`src/rtl/vas_pkg.sv`:
```
// shared types, codes and widths for the voice allocator
// no dependencies; compiled first
package vas_pkg;

  localparam int NUM_VOICES_DEF = 16;
  localparam int MAX_VOICES     = 64;

  localparam int ACTION_W  = 3;
  localparam int NOTE_W    = 8;
  localparam int VEL_W     = 7;
  localparam int VOICE_W   = 4;
  localparam int OUTCOME_W = 4;
  localparam int COUNT_W   = 5;
  localparam int AGE_W     = 16;

  // sized for the largest table the parameter allows
  localparam int VIDX_W = $clog2(MAX_VOICES);
  localparam int CNT_W  = $clog2(MAX_VOICES + 1);

  localparam logic [NOTE_W-1:0]  PREVIEW_NOTE = 8'd128;
  localparam logic [AGE_W-1:0]   AGE_MAX      = '1;
  localparam logic [COUNT_W-1:0] COUNT_SAT    = '1;

  // configuration register indexes
  localparam int CFG_IDX_W = 1;
  localparam int CFG_DATA_W = 1;
  localparam logic [CFG_IDX_W-1:0] CFG_SOURCE_READY     = 1'd0;
  localparam logic [CFG_IDX_W-1:0] CFG_INTRO_FROM_START = 1'd1;

  typedef enum logic [ACTION_W-1:0] {
    ACT_NOTE_ON        = 3'd0,
    ACT_NOTE_OFF       = 3'd1,
    ACT_ALL_OFF        = 3'd2,
    ACT_AGE_TICK       = 3'd3,
    ACT_VOICE_FINISHED = 3'd4
  } action_t;

  typedef enum logic [OUTCOME_W-1:0] {
    OC_IGNORED   = 4'd0,
    OC_FREE      = 4'd1,
    OC_RETRIG    = 4'd2,
    OC_STOLE_REL = 4'd3,
    OC_STOLE_OLD = 4'd4,
    OC_RELEASED  = 4'd5,
    OC_ALL_OFF   = 4'd6,
    OC_AGED      = 4'd7,
    OC_FREED     = 4'd8
  } outcome_t;

  typedef enum logic [2:0] {
    CMD_NONE,
    CMD_START,
    CMD_CLEAR_START,
    CMD_RELEASE,
    CMD_CLEAR,
    CMD_AGE,
    CMD_FREE
  } cmd_op_t;

  // broadcast from control to every cell; note and target double as
  // scan key and looked-up voice while no update is issued
  typedef struct packed {
    cmd_op_t             op;
    logic [VIDX_W-1:0]   target;
    logic [NOTE_W-1:0]   note;
  } cmd_t;

  // running scan record handed from cell to cell
  typedef struct packed {
    logic                match_v;
    logic [VIDX_W-1:0]   match_idx;
    logic                free_v;
    logic [VIDX_W-1:0]   free_idx;
    logic                rel_v;
    logic [VIDX_W-1:0]   rel_idx;
    logic [AGE_W-1:0]    rel_age;
    logic                old_v;
    logic [VIDX_W-1:0]   old_idx;
    logic [AGE_W-1:0]    old_age;
    logic [CNT_W-1:0]    count;
    logic                tgt_active;
  } acc_t;

  localparam acc_t ACC_INIT = '0;

endpackage

```
`src/rtl/vas_if.sv`:
```
// valid/ready channel interfaces for the voice allocator items
// depends on vas_pkg
interface vas_in_if;
  logic                        valid;
  logic                        ready;
  logic [vas_pkg::ACTION_W-1:0] action;
  logic [vas_pkg::NOTE_W-1:0]   note;
  logic [vas_pkg::VEL_W-1:0]    velocity;
  logic [vas_pkg::VOICE_W-1:0]  voice_index;

  modport source (output valid, action, note, velocity, voice_index, input ready);
  modport sink   (input valid, action, note, velocity, voice_index, output ready);
endinterface

interface vas_out_if;
  logic                          valid;
  logic                          ready;
  logic [vas_pkg::VOICE_W-1:0]   voice;
  logic [vas_pkg::OUTCOME_W-1:0] outcome;
  logic [vas_pkg::NOTE_W-1:0]    note_out;
  logic [vas_pkg::VEL_W-1:0]     velocity_out;
  logic                          intro_requested;
  logic [vas_pkg::COUNT_W-1:0]   active_count;
  logic                          any_playing;

  modport source (output valid, voice, outcome, note_out, velocity_out, intro_requested,
                  active_count, any_playing, input ready);
  modport sink   (input valid, voice, outcome, note_out, velocity_out, intro_requested,
                  active_count, any_playing, output ready);
endinterface

```
`src/rtl/voice_allocator_with_stealing_core.sv`:
```
// top level of the voice allocator: sequencer plus the chain of voice cells
// depends on vas_pkg, vas_if, vas_cell, vas_ctrl

// Polyphonic voice allocator. Each voice lives in its own cell of a chain;
// an item is taken on the input channel, then a scan record walks the chain
// one cell per clock, collecting the first voice holding the item's note,
// the lowest free voice, the oldest releasing voice, the oldest voice, the
// number of active voices and the state of the addressed voice. When the
// record leaves the last cell the sequencer picks the outcome and broadcasts
// one update to all cells in the same cycle the result item is registered.
// Items are handled one at a time, paced by the walk of the scan record
// through the chain. A finished result waits in the output register while
// the next item is already accepted and scanned.
// Configuration writes (source ready at index 0, intro mode at index 1)
// take effect at once and belong between items.
module voice_allocator_with_stealing_core #(
  parameter int NUM_VOICES = vas_pkg::NUM_VOICES_DEF
) (
  input  logic                           clk,
  input  logic                           rst,
  vas_in_if.sink                         in_ch,
  vas_out_if.source                      out_ch,
  input  logic                           cfg_we,
  input  logic [vas_pkg::CFG_IDX_W-1:0]  cfg_index,
  input  logic [vas_pkg::CFG_DATA_W-1:0] cfg_data
);
  import vas_pkg::*;

  // scan records between cells; link 0 is the empty record fed to the head
  acc_t link [NUM_VOICES+1];
  cmd_t cmd;

  assign link[0] = ACC_INIT;

  vas_ctrl #(
    .NUM_VOICES(NUM_VOICES)
  ) u_ctrl (
    .clk       (clk),
    .rst       (rst),
    .in_ch     (in_ch),
    .out_ch    (out_ch),
    .cfg_we    (cfg_we),
    .cfg_index (cfg_index),
    .cfg_data  (cfg_data),
    .acc       (link[NUM_VOICES]),
    .cmd       (cmd)
  );

  // one cell per voice, lowest index at the head so ties favor it
  for (genvar i = 0; i < NUM_VOICES; i++) begin : g_cell
    vas_cell #(
      .IDX(i)
    ) u_cell (
      .clk     (clk),
      .rst     (rst),
      .cmd     (cmd),
      .acc_in  (link[i]),
      .acc_out (link[i+1])
    );
  end

endmodule

```
`src/rtl/vas_cell.sv`:
```
// one voice slot of the chain: holds the voice state, folds it into the
// scan record passed to the next cell; depends on vas_pkg
module vas_cell #(
  parameter int IDX = 0
) (
  input  logic          clk,
  input  logic          rst,
  input  vas_pkg::cmd_t cmd,
  input  vas_pkg::acc_t acc_in,
  output vas_pkg::acc_t acc_out
);
  import vas_pkg::*;

  localparam logic [VIDX_W-1:0] MY_IDX = VIDX_W'(IDX);

  logic              active;
  logic              releasing;
  logic [NOTE_W-1:0] note;
  logic [AGE_W-1:0]  age;
  acc_t              acc_next;
  logic              hit;

  assign hit = (cmd.target == MY_IDX);

  always_comb begin
    acc_next = acc_in;
    if (!acc_in.match_v && active && note == cmd.note) begin
      acc_next.match_v   = 1'b1;
      acc_next.match_idx = MY_IDX;
    end
    if (!acc_in.free_v && !active) begin
      acc_next.free_v   = 1'b1;
      acc_next.free_idx = MY_IDX;
    end
    if (releasing && (!acc_in.rel_v || age > acc_in.rel_age)) begin
      acc_next.rel_v   = 1'b1;
      acc_next.rel_idx = MY_IDX;
      acc_next.rel_age = age;
    end
    if (!acc_in.old_v || age > acc_in.old_age) begin
      acc_next.old_v   = 1'b1;
      acc_next.old_idx = MY_IDX;
      acc_next.old_age = age;
    end
    acc_next.count = acc_in.count + CNT_W'(active);
    if (hit) begin
      acc_next.tgt_active = active;
    end
  end

  always_ff @(posedge clk) begin
    acc_out <= acc_next;
    if (rst) begin
      active    <= 1'b0;
      releasing <= 1'b0;
      age       <= '0;
    end else begin
      unique case (cmd.op)
        CMD_START: begin
          if (hit) begin
            active    <= 1'b1;
            releasing <= 1'b0;
            note      <= cmd.note;
            age       <= '0;
          end
        end
        CMD_CLEAR_START: begin
          active    <= hit;
          releasing <= 1'b0;
          if (hit) begin
            note <= cmd.note;
            age  <= '0;
          end
        end
        CMD_RELEASE: begin
          if (hit) begin
            releasing <= 1'b1;
          end
        end
        CMD_CLEAR: begin
          active    <= 1'b0;
          releasing <= 1'b0;
        end
        CMD_AGE: begin
          if (active && age != AGE_MAX) begin
            age <= age + AGE_W'(1);
          end
        end
        CMD_FREE: begin
          if (hit) begin
            active    <= 1'b0;
            releasing <= 1'b0;
          end
        end
        default: begin
        end
      endcase
    end
  end

endmodule

```
`src/rtl/vas_ctrl.sv`:
```
// item sequencer: takes an item, waits for the scan to leave the chain,
// decides the outcome, issues the update and holds the result item
// depends on vas_pkg and vas_if
module vas_ctrl #(
  parameter int NUM_VOICES = vas_pkg::NUM_VOICES_DEF
) (
  input  logic                              clk,
  input  logic                              rst,
  vas_in_if.sink                            in_ch,
  vas_out_if.source                         out_ch,
  input  logic                              cfg_we,
  input  logic [vas_pkg::CFG_IDX_W-1:0]     cfg_index,
  input  logic [vas_pkg::CFG_DATA_W-1:0]    cfg_data,
  input  vas_pkg::acc_t                     acc,
  output vas_pkg::cmd_t                     cmd
);
  import vas_pkg::*;

  localparam int SCW = (NUM_VOICES > 1) ? $clog2(NUM_VOICES) : 1;
  localparam logic [SCW-1:0]    SCAN_LAST  = SCW'(NUM_VOICES - 1);
  localparam logic [VIDX_W:0]   NUM_V_WIDE = (VIDX_W + 1)'(NUM_VOICES);

  typedef enum logic [1:0] {
    ST_IDLE,
    ST_SCAN,
    ST_APPLY
  } state_t;

  state_t              state;
  logic [SCW-1:0]      scan_cnt;
  logic                source_ready;
  logic                intro_from_start;

  logic [ACTION_W-1:0] item_action;
  logic [NOTE_W-1:0]   item_note;
  logic [VEL_W-1:0]    item_vel;
  logic [VOICE_W-1:0]  item_vidx;

  // decision of the apply cycle
  cmd_op_t             dec_op;
  logic [VIDX_W-1:0]   dec_voice;
  outcome_t            dec_outcome;
  logic                dec_start;
  logic                dec_intro;
  logic [CNT_W-1:0]    dec_count;
  logic                intro_now;
  logic                fire;

  assign in_ch.ready = (state == ST_IDLE);
  assign fire        = (state == ST_APPLY) && (!out_ch.valid || out_ch.ready);
  assign intro_now   = (item_note != PREVIEW_NOTE) && intro_from_start;

  always_comb begin
    dec_op      = CMD_NONE;
    dec_voice   = '0;
    dec_outcome = OC_IGNORED;
    dec_start   = 1'b0;
    dec_intro   = 1'b0;
    dec_count   = acc.count;
    unique case (action_t'(item_action))
      ACT_NOTE_ON: begin
        if (source_ready) begin
          dec_start = 1'b1;
          priority if (intro_now) begin
            dec_op      = CMD_CLEAR_START;
            dec_outcome = OC_FREE;
            dec_intro   = 1'b1;
            dec_count   = CNT_W'(1);
          end else if (acc.match_v) begin
            dec_op      = CMD_START;
            dec_voice   = acc.match_idx;
            dec_outcome = OC_RETRIG;
          end else if (acc.free_v) begin
            dec_op      = CMD_START;
            dec_voice   = acc.free_idx;
            dec_outcome = OC_FREE;
            dec_count   = acc.count + CNT_W'(1);
          end else if (acc.rel_v) begin
            dec_op      = CMD_START;
            dec_voice   = acc.rel_idx;
            dec_outcome = OC_STOLE_REL;
          end else begin
            dec_op      = CMD_START;
            dec_voice   = acc.old_idx;
            dec_outcome = OC_STOLE_OLD;
          end
        end
      end
      ACT_NOTE_OFF: begin
        if (acc.match_v) begin
          dec_op      = CMD_RELEASE;
          dec_voice   = acc.match_idx;
          dec_outcome = OC_RELEASED;
        end
      end
      ACT_ALL_OFF: begin
        dec_op      = CMD_CLEAR;
        dec_outcome = OC_ALL_OFF;
        dec_count   = '0;
      end
      ACT_AGE_TICK: begin
        dec_op      = CMD_AGE;
        dec_outcome = OC_AGED;
      end
      ACT_VOICE_FINISHED: begin
        if ((VIDX_W + 1)'(item_vidx) < NUM_V_WIDE) begin
          dec_op      = CMD_FREE;
          dec_voice   = VIDX_W'(item_vidx);
          dec_outcome = OC_FREED;
          dec_count   = acc.count - CNT_W'(acc.tgt_active);
        end
      end
      default: begin
      end
    endcase
  end

  always_comb begin
    cmd.note   = item_note;
    cmd.target = (state == ST_APPLY) ? dec_voice : VIDX_W'(item_vidx);
    cmd.op     = fire ? dec_op : CMD_NONE;
  end

  always_ff @(posedge clk) begin
    if (in_ch.valid && in_ch.ready) begin
      item_action <= in_ch.action;
      item_note   <= in_ch.note;
      item_vel    <= in_ch.velocity;
      item_vidx   <= in_ch.voice_index;
    end
    if (fire) begin
      out_ch.voice           <= dec_voice[VOICE_W-1:0];
      out_ch.outcome         <= dec_outcome;
      out_ch.note_out        <= dec_start ? item_note : '0;
      out_ch.velocity_out    <= dec_start ? item_vel : '0;
      out_ch.intro_requested <= dec_intro;
      out_ch.active_count    <= (dec_count > CNT_W'(COUNT_SAT)) ? COUNT_SAT
                                                                : dec_count[COUNT_W-1:0];
      out_ch.any_playing     <= (dec_count != '0);
    end
    if (rst) begin
      state            <= ST_IDLE;
      scan_cnt         <= '0;
      out_ch.valid     <= 1'b0;
      source_ready     <= 1'b0;
      intro_from_start <= 1'b0;
    end else begin
      if (cfg_we) begin
        unique case (cfg_index)
          CFG_SOURCE_READY:     source_ready     <= cfg_data[0];
          CFG_INTRO_FROM_START: intro_from_start <= cfg_data[0];
          default: begin
          end
        endcase
      end
      if (fire) begin
        out_ch.valid <= 1'b1;
      end else if (out_ch.ready) begin
        out_ch.valid <= 1'b0;
      end
      unique case (state)
        ST_IDLE: begin
          if (in_ch.valid) begin
            state    <= ST_SCAN;
            scan_cnt <= '0;
          end
        end
        ST_SCAN: begin
          if (scan_cnt == SCAN_LAST) begin
            state <= ST_APPLY;
          end else begin
            scan_cnt <= scan_cnt + SCW'(1);
          end
        end
        ST_APPLY: begin
          if (fire) begin
            state <= ST_IDLE;
          end
        end
        default: begin
          state <= ST_IDLE;
        end
      endcase
    end
  end

endmodule

```
`src/flat_wrapper.sv`:
```
// flat-port wrapper written by rule: the top's interface ports become plain ports
module voice_allocator_with_stealing_core_flat import vas_pkg::*;
#(
  parameter int NUM_VOICES = vas_pkg::NUM_VOICES_DEF
)
  (clk, rst, cfg_we, cfg_index, cfg_data, in_ch_valid, in_ch_action, in_ch_note, in_ch_velocity, in_ch_voice_index, in_ch_ready, out_ch_valid, out_ch_voice, out_ch_outcome, out_ch_note_out, out_ch_velocity_out, out_ch_intro_requested, out_ch_active_count, out_ch_any_playing, out_ch_ready);
  vas_in_if in_ch_i ();
  vas_out_if out_ch_i ();
  input  logic clk;
  input  logic rst;
  input  logic cfg_we;
  input  logic [vas_pkg::CFG_IDX_W-1:0] cfg_index;
  input  logic [vas_pkg::CFG_DATA_W-1:0] cfg_data;
  input wire logic [$bits(in_ch_i.valid)-1:0] in_ch_valid;
  input wire logic [$bits(in_ch_i.action)-1:0] in_ch_action;
  input wire logic [$bits(in_ch_i.note)-1:0] in_ch_note;
  input wire logic [$bits(in_ch_i.velocity)-1:0] in_ch_velocity;
  input wire logic [$bits(in_ch_i.voice_index)-1:0] in_ch_voice_index;
  output wire logic [$bits(in_ch_i.ready)-1:0] in_ch_ready;
  output wire logic [$bits(out_ch_i.valid)-1:0] out_ch_valid;
  output wire logic [$bits(out_ch_i.voice)-1:0] out_ch_voice;
  output wire logic [$bits(out_ch_i.outcome)-1:0] out_ch_outcome;
  output wire logic [$bits(out_ch_i.note_out)-1:0] out_ch_note_out;
  output wire logic [$bits(out_ch_i.velocity_out)-1:0] out_ch_velocity_out;
  output wire logic [$bits(out_ch_i.intro_requested)-1:0] out_ch_intro_requested;
  output wire logic [$bits(out_ch_i.active_count)-1:0] out_ch_active_count;
  output wire logic [$bits(out_ch_i.any_playing)-1:0] out_ch_any_playing;
  input wire logic [$bits(out_ch_i.ready)-1:0] out_ch_ready;
  assign in_ch_i.valid = in_ch_valid;
  assign in_ch_i.action = in_ch_action;
  assign in_ch_i.note = in_ch_note;
  assign in_ch_i.velocity = in_ch_velocity;
  assign in_ch_i.voice_index = in_ch_voice_index;
  assign in_ch_ready = in_ch_i.ready;
  assign out_ch_valid = out_ch_i.valid;
  assign out_ch_voice = out_ch_i.voice;
  assign out_ch_outcome = out_ch_i.outcome;
  assign out_ch_note_out = out_ch_i.note_out;
  assign out_ch_velocity_out = out_ch_i.velocity_out;
  assign out_ch_intro_requested = out_ch_i.intro_requested;
  assign out_ch_active_count = out_ch_i.active_count;
  assign out_ch_any_playing = out_ch_i.any_playing;
  assign out_ch_i.ready = out_ch_ready;
  voice_allocator_with_stealing_core #(.NUM_VOICES(NUM_VOICES)) u_core (.clk(clk), .rst(rst), .in_ch(in_ch_i), .out_ch(out_ch_i), .cfg_we(cfg_we), .cfg_index(cfg_index), .cfg_data(cfg_data));
endmodule
```
`config.mk`:
```
export PLATFORM = sky130hd
export DESIGN_NAME = voice_allocator_with_stealing_core_flat
export DESIGN_NICKNAME = d
export VERILOG_FILES = /design/src/rtl/vas_pkg.sv /design/src/rtl/vas_if.sv /design/src/rtl/voice_allocator_with_stealing_core.sv /design/src/rtl/vas_cell.sv /design/src/rtl/vas_ctrl.sv /design/src/flat_wrapper.sv
export SDC_FILE = /design/constraint.sdc
export NUM_CORES = 2
export LEC_CHECK = 0
export BUFFER_PORTS_ARGS = -buffer_cell sky130_fd_sc_hd__buf_2
export CORE_MARGIN = 3
export CORE_UTILIZATION = 35
export DETAILED_ROUTE_END_ITERATION = 12
export PLACE_DENSITY = 0.56
export SLEW_MARGIN = 20
export SYNTH_ARGS = -nofsm -noshare
export SYNTH_HDL_FRONTEND = slang
export SYNTH_SLANG_ARGS = --single-unit
```
`constraint.sdc`:
```
create_clock -name clk -period 4.51 [get_ports clk]
set_input_delay 0.902 -clock clk [delete_from_list [all_inputs] [get_ports clk]]
set_output_delay 0.902 -clock clk [all_outputs]
set_load 0.05 [all_outputs]
```
**Yosys cells after proc, flatten, opt, wreduce, memory -nomap -nowiden**

Cells that the tools add are included.

- Add/sub/neg operators: 34
- $lt $le $gt $ge: 31
- Equality and inequality tests: 161
- Muxes and demuxes: 195
- Bitwise operators: 2
- Reduce and logical (&&, ||, !) cells: 266

Operators by type and width:

| operator | number |
|---|---|
| 2-to-1 mux 16 bit | 59 |
| one-hot mux 16 bit (2 select lines) | 16 |
| greater-than comparator 16 bit | 30 |
| adder 16 x 1 -> 16 bit, second input constant | 16 |
| != test 16 bit, second input constant | 16 |
| AND reduction 3 bit | 66 |
| != test 2 bit, second input constant | 68 |
| == test 8 bit | 16 |
| adder 7 x 1 -> 7 bit | 13 |
| logical AND 1 bit | 80 |
| logical NOT 1 bit | 75 |
| != test 2 x 1 -> 1 bit, second input constant | 32 |
| one-hot mux 1 bit (4 select lines) | 16 |
| 2-to-1 mux 1 bit | 52 |
| == test 6 x 4 -> 1 bit, second input constant | 8 |
| one-hot mux 1 bit (3 select lines) | 16 |
| 2-to-1 mux 6 bit | 7 |
| 2-to-1 mux 7 bit | 6 |
| logical OR 1 bit | 30 |
| == test 6 x 3 -> 1 bit, second input constant | 4 |
| 2-to-1 mux 23 bit | 1 |
| 2-to-1 mux 3 bit | 7 |
| one-hot mux 7 bit (3 select lines) | 1 |
| one-hot mux 4 bit (5 select lines) | 1 |
| other kinds (32) | 53 |

- Register bits after elaboration: 1473
- Input bits: 29
- Output and inout bits: 32

**Depth between registers and ports, before layout**

- Depth after elaboration: 10
- Mapped depth: 12
- Mapped depth without buffers: 9

**Modules after synthesis**

From an unflattened synthesis, not the netlist that was laid out.

- Cells, all modules: 6898
- Area total of the unflattened synthesis: 71563.6 µm²

By module, submodules not included:

| module | times used | cells each | area an instance (µm²) | seq. area each (µm²) |
|---|---|---|---|---|
| vas_cell (u_core.g_cell[10].u_cell ...) | 3 | 414 | 4302.9 | 1961.9 |
| vas_cell (u_core.g_cell[13].u_cell ...) | 2 | 413 | 4295.4 | 1961.9 |
| vas_cell (u_core.g_cell[11].u_cell ...) | 2 | 411 | 4282.9 | 1961.9 |
| vas_cell (u_core.g_cell[4].u_cell ...) | 2 | 423 | 4262.8 | 1961.9 |
| vas_cell (u_core.g_cell[1].u_cell) | 1 | 420 | 4317.9 | 1961.9 |
| vas_cell (u_core.g_cell[12].u_cell) | 1 | 414 | 4307.9 | 1961.9 |
| vas_cell (u_core.g_cell[15].u_cell) | 1 | 413 | 4297.9 | 1961.9 |
| vas_cell (u_core.g_cell[2].u_cell) | 1 | 410 | 4282.9 | 1961.9 |
| vas_cell (u_core.g_cell[0].u_cell) | 1 | 423 | 4260.3 | 1961.9 |
| vas_cell (u_core.g_cell[3].u_cell) | 1 | 405 | 4251.6 | 1961.9 |
| vas_cell (u_core.g_cell[9].u_cell) | 1 | 406 | 4200.3 | 1961.9 |
| vas_ctrl | 1 | 270 | 3050.4 | 1741.7 |
| voice_allocator_with_stealing_core | 1 | 1 | 3.8 | 0.0 |

**Worst setup path after synthesis**

OpenSTA, ideal clock, no wires.

- Path type: input -> register
- From: in out_ch_ready
- To: reg u_core.g_cell[10].u_cell.age[10]
- Library setup time: 0.158 ns
- Arrival time: 4.076 ns
- Path slack: 0.277 ns
- Stages: 8
- Path buffers: 3
- Path through: nor2b_1 clkbuf_1 nor2_1 nand2_1 buf_2 clkbuf_1 o31ai_1 a21oi_1

- Longest elaborated chain between the ends: 7
- Elaborated cells on any way between the ends: 12
- Those cells by class: 5 x eq/ne; 2 x mux; 5 x reduce/logical

RTL lines:

| item | RTL line | source |
|---|---|---|
| from (decl) | flat_wrapper.sv:28 | `input wire logic [$bits(out_ch_i.ready)-1:0] out_ch_ready;` |
| logical OR 1 bit * | vas_ctrl.sv:50 | `assign fire = (state == ST_APPLY) && (!out_ch.valid \|\| out_ch.ready);` |
| logical AND 1 bit * | vas_ctrl.sv:50 |  |
| named net u_core.u_ctrl.fire | vas_ctrl.sv:47 | `logic fire;` |
| 2-to-1 mux 3 bit * | vas_ctrl.sv:121 | `cmd.op = fire ? dec_op : CMD_NONE;` |
| == test 3 x 2 -> 1 bit / == test 3 x 1 -> 1 bit (equally long branches) | vas_cell.sv:58 | `unique case (cmd.op)` |
| OR reduction 2 bit (no line) | n/a |  |
| != test 2 x 1 -> 1 bit (no line) / nonzero test 2 bit (equally long branches) | n/a |  |
| AND reduction 3 bit (no line) | n/a |  |
| to (signal assigned) | vas_cell.sv:86 | `age <= age + AGE_W'(1);` |
| to (decl) | vas_cell.sv:19 | `logic [AGE_W-1:0] age;` |

The timed path passes the listed nets; every way through them passes the cells marked *.
A chain may end at the register's enable or synchronous reset.

**Final worst setup path**

- From: reg u_core.u_ctrl.item_action[0]
- To: reg u_core.g_cell[11].u_cell.age[13]

- Longest elaborated chain between the ends: 7
- Elaborated cells on any way between the ends: 19
- Those cells by class: 10 x eq/ne; 5 x mux; 4 x reduce/logical

RTL lines:

| item | RTL line | source |
|---|---|---|
| from (decl) | vas_ctrl.sv:34 | `logic [ACTION_W-1:0] item_action;` |
| from (signal assigned) | vas_ctrl.sv:126 | `item_action <= in_ch.action;` |
| == test 3 bit (tied with other cells) | vas_ctrl.sv:60 | `unique case (action_t'(item_action))` |
| one-hot mux 3 bit (5 select lines) | vas_ctrl.sv:60 |  |
| 2-to-1 mux 3 bit | vas_ctrl.sv:121 |  |
| == test 3 x 2 -> 1 bit / == test 3 x 1 -> 1 bit (equally long branches) | vas_cell.sv:58 |  |
| OR reduction 2 bit (no line) | n/a |  |
| != test 2 x 1 -> 1 bit (no line) / nonzero test 2 bit (equally long branches) | n/a |  |
| AND reduction 3 bit (no line) | n/a |  |
| to (signal assigned) | vas_cell.sv:86 |  |
| to (decl) | vas_cell.sv:19 |  |

Parallel ways exist; a longest one is shown, timed or not.

==> results.env <==
RUN_STATUS='completed'
CRIT_PATH_END_KIND='register'
GRT_UTIL_ALL_LAYERS_PCT=19.9
PLACE_HPWL_MM=145
WIRE_PER_INST_UM=20.7
CLOCK.FMAX_GHz=0.257
DRC_ERRORS=0
START_UTIL_PCT=35.4
SYNTH.DISTINCT_CELLS=100
HTREE_NUM_LEVELS=4
FINALNETCOUNT=7572
TIMING_HOLD_VIOLATIONS_FINAL=0
HOLD_CLASS='input pin to register'
AREA.GROWTH.SYNTH_TO_FINAL_PCT=12.5
CRITPATHKIND='register to register'
P_LEAK_nW=28.5
GRT-OVFL-TOTAL=0
ROUTE.DETAILED.VIAS_PER_INST=5.59
SYNTH_TOP_AREA_SHARE_PCT=34.2
CTS_BUFFERS=140
GRT_SETUP_UNREPAIRED='no'
FINAL.SETUP.WORST_SLACK_NS=0.625
CRIT_PATH_MAX_FANOUT=18
GRT_START_MAX_NET_PINS=68
FIN_CELLS=9608
NUMBER_OF_FLOPS_MAPPED_TO_ENABLE_CELLS_BY_YOSYS=180
DETAILEDROUTE.FIRSTITERATIONVIOLATIONS=4427
SYNTH_NETS=7581
LAYOUT_COMMON_CELLS='sky130_fd_sc_hd__dfxtp_1 (1,128), sky130_fd_sc_hd__inv_1 (615), sky130_fd_sc_hd__ha_1 (529), sky130_fd_sc_hd__a21oi_1 (467), sky130_fd_sc_hd__nand3_1 (371)'
NETLIST.TOP_CELL.BY_AREA='sky130_fd_sc_hd__dfxtp_1'
NETLIST_TOP_CELLS_AREA='sky130_fd_sc_hd__dfxtp_1 (34%), sky130_fd_sc_hd__ha_1 (10%), sky130_fd_sc_hd__edfxtp_1 (8.2%), sky130_fd_sc_hd__a21oi_1 (3.6%), sky130_fd_sc_hd__mux2_2 (3.6%)'
P_CLK_SHARE_PCT=49.8
INSERTION_DELAY_NS=0.79
FP-ROW-COUNT=158
FP.COREAREA_UM2=187000
SEQPWRFRAC_PCT=48.8
GPL_WTD_CONG=0.923
DIEAREA_UM2=194000
MAX_SLEW_MARGIN_PCT=24.5
CLK_ROOT_BUFFER_CELL='sky130_fd_sc_hd__clkbuf_16'
ASYNC_RESET_FF_SHARE_PCT=0
FINAL_COMMON_CELL='sky130_fd_sc_hd__dfxtp_1'
FINAL-MAX-SLEW-VIOLATION-COUNT=0
SHARE_OF_LAYOUT_CELLS_ABOVE_DRIVE_STRENGTH_1_PCT=11.7
NUM_IO_PINS=61
SYNTH-SEQ-CELLS=1308
INST_COUNT_DP=9352
COMBINATIONALPOWERSHARE_PCT=1.4
SYNTHESIS.YOSYS.WARNINGS=0
SWITCHING_POWER_mW=5.23
POWER.SHARE.SWITCHING_PCT=21.6
SYN_INST=7023
SETUP_VIOL_COUNT_FINAL=0
DIE_WIDTH_UM=441
CTS_SETUP_BUFFERS=0
INTERNAL_mW=19.0
SYNTH.AVG_CELL_AREA_UM2=9.41
IR_DROP_mV=0.355
MAXIMUM_BUFFER_DEPTH_OF_THE_CLOCK_TREE=3
FIRST_PASS_GRT_WIRE_LENGTH_MM=304
START_KIND='register'
LAYOUT_SKEW_NS=0.0280
FIRST_GLOBAL_VIAS=51200
CRIT_ARRIVAL_NS=4.58
DRTPASS1ITERATIONS=6
FILLCELLCOUNT=18400
POSTROUTEANTENNANETS=0
CTS_HOLD_BUFS=0
DETAILED_PLACE.AREA_UM2=69500
SYN-CELL-AREA_UM2=66100
COUNT_OF_INSTANCES_RESIZED_AFTER_THE_CLOCK_TREE_IS_BUILT=0
TNS_NS=0
WORSTPATHREQUIRED_NS=5.21
CLKTRANSATPATHREGS_NS=0.06
TRITONCTS_NUM_SINKS=1308
DRV_CAP=0
CTS_TREE='built'
PLACE_WORST_SETUP_SLACK_NS=0.502
POST_LAYOUT_INSTANCE_AREA_UM2=74300
ROUTE.VIAS.TOTAL=53700
PORT_BUFFERS=60
TIMING_WORST_SLEW_PIN_VALUE_NS=1.13
DRT_WL_TOTAL_MM=199
SYNTH-SEQ-AREA-SHARE_PCT=42.3
FINAL_MIN_PERIOD_OVER_CLOCK_PERIOD_PCT=86.1
FINAL_PERIOD_MINUS_WORST_SETUP_SLACK_NS=3.88
ANTENNA_VIOLATIONS_BEFORE_REPAIR=1
DIE_Y_UM=441
POWERDENSITY_nW_PER_UM2=326
YS_DOMINANT_REG_CELL='sky130_fd_sc_hd__dfxtp_1'
-- kinds of logic (layout without fill, tap and decap cells) --
kind of cell,Yosys count,after routing,synth area share (%)
flops,1308,1308,42.3
buf+inv,987,1090,5.74
simple gates,2017,2017,16.8
mux,307,307,5.05
compound gates,1682,1682,17.5
xor+xnor,193,193,2.56
fa+ha+maj,529,529,10.0
other cells,0,2,0
-- sequential cells by signal (all words and copies together), names as in the netlist, 2 cells and up --
name and count:
u_core.g_cell.u_cell.acc_out 831, u_core.g_cell.u_cell.active 16, u_core.g_cell.u_cell.age 256, u_core.g_cell.u_cell.note 128, u_core.g_cell.u_cell.releasing 16, u_core.u_ctrl.item_action 3
u_core.u_ctrl.item_note 8, u_core.u_ctrl.item_vel 7, u_core.u_ctrl.item_vidx 4, u_core.u_ctrl.out_ch.active_count 5, u_core.u_ctrl.out_ch.note_out 8, u_core.u_ctrl.out_ch.outcome 4
u_core.u_ctrl.out_ch.velocity_out 7, u_core.u_ctrl.out_ch.voice 4, u_core.u_ctrl.scan_cnt 4, u_core.u_ctrl.state 2
-- power groups by stage --
stage	registers (mW)	logic (mW)	clock network (mW)
2_1_floorplan	12.1	0.200	0
3_3_place_gp	12.1	0.345	0
3_5_place_dp	12.1	0.351	0
4_1_cts	11.8	0.351	12.3
5_1_grt	11.8	0.374	12.8
6_report	11.8	0.347	12.1
-- cell usage after synthesis, types with 84 or more instances --
cell type	n
sky130_fd_sc_hd__a211oi_1	99
sky130_fd_sc_hd__a21o_1	110
sky130_fd_sc_hd__a21oi_1	473
sky130_fd_sc_hd__a221oi_1	117
sky130_fd_sc_hd__and3_1	115
sky130_fd_sc_hd__clkbuf_1	305
sky130_fd_sc_hd__dfxtp_1	1128
sky130_fd_sc_hd__edfxtp_1	180
sky130_fd_sc_hd__ha_1	529
sky130_fd_sc_hd__inv_1	616
sky130_fd_sc_hd__mux2_2	210
sky130_fd_sc_hd__mux2i_1	97
sky130_fd_sc_hd__nand2_1	242
sky130_fd_sc_hd__nand2b_1	170
sky130_fd_sc_hd__nand3_1	371
sky130_fd_sc_hd__nand4_1	190
sky130_fd_sc_hd__nor2_1	280
sky130_fd_sc_hd__nor3_1	104
sky130_fd_sc_hd__o211ai_1	84
sky130_fd_sc_hd__o21ai_0	189
sky130_fd_sc_hd__o31ai_1	188
sky130_fd_sc_hd__or2_2	85
sky130_fd_sc_hd__xnor2_1	118
-- worst paths after layout --
check                                                           to  cells after the start                      startpoint  slack [ns]
worst max-delay path              u_core.g_cell[11].u_cell.age[13]                     10    u_core.u_ctrl.item_action[0]        0.63
worst min register to register  u_core.g_cell[0].u_cell.acc_out[1]                      0  u_core.g_cell[0].u_cell.active        0.39
worst max register to register    u_core.g_cell[11].u_cell.age[13]                     10    u_core.u_ctrl.item_action[0]        0.63
worst min-delay path                     u_core.u_ctrl.item_vel[2]                      1               in_ch_velocity[2]        0.29
-- per-stage QoR --
| stage | total power [mW] | utilization [%] | hold WS, ns |
|---|---|---|---|
| 2_1_floorplan | 12.3 | - | 0.329 |
| 6_report | 24.3 | 39.8 | 0.291 |
| 3_3_place_gp | 12.4 | 37.2 | 0.381 |
| 5_1_grt | 25.0 | 39.8 | 0.245 |
| 3_5_place_dp | 12.4 | 37.2 | 0.389 |
| 4_1_cts | 24.5 | 39.8 | 0.241 |
-- critical path, cell delays in order, from the launching register on --
cell,delay [ns]
sky130_fd_sc_hd__edfxtp_1,0.40
sky130_fd_sc_hd__buf_4,0.21
sky130_fd_sc_hd__or3b_1,0.45
sky130_fd_sc_hd__a2111o_1,0.74
sky130_fd_sc_hd__buf_4,0.34
sky130_fd_sc_hd__a311oi_2,0.20
sky130_fd_sc_hd__buf_4,0.25
sky130_fd_sc_hd__nand3_1,0.12
sky130_fd_sc_hd__nor4b_1,0.71
sky130_fd_sc_hd__o2111ai_1,0.21
sky130_fd_sc_hd__a21oi_1,0.17
-- final cells by class --
type	instances	area, µm²	area share, %
inverter	616	2310	3.11
clock buffer	182	3890	5.23
antenna	2	5.00	0.00673
clock inverter	72	955	1.28
timing repair buffer	220	1520	2.05
tap	2480	3100	4.17
sequential	1308	28000	37.6
multi-input combinational	4728	34600	46.5
-- layer usage --
metal  track usage (%)  wire length (µm)  share of wire (%)  vias to the layer above
met3              2.79             10600                5.4                      402
met5                 0                 0                  0                        -
met4              7.66              7870                4.0                        0
met1              26.3             87300                 44                    25800
met2              32.8             93000                 47                     1667
li1                  -                 -                  -                    25800
(Power assumes the default switching activity.)
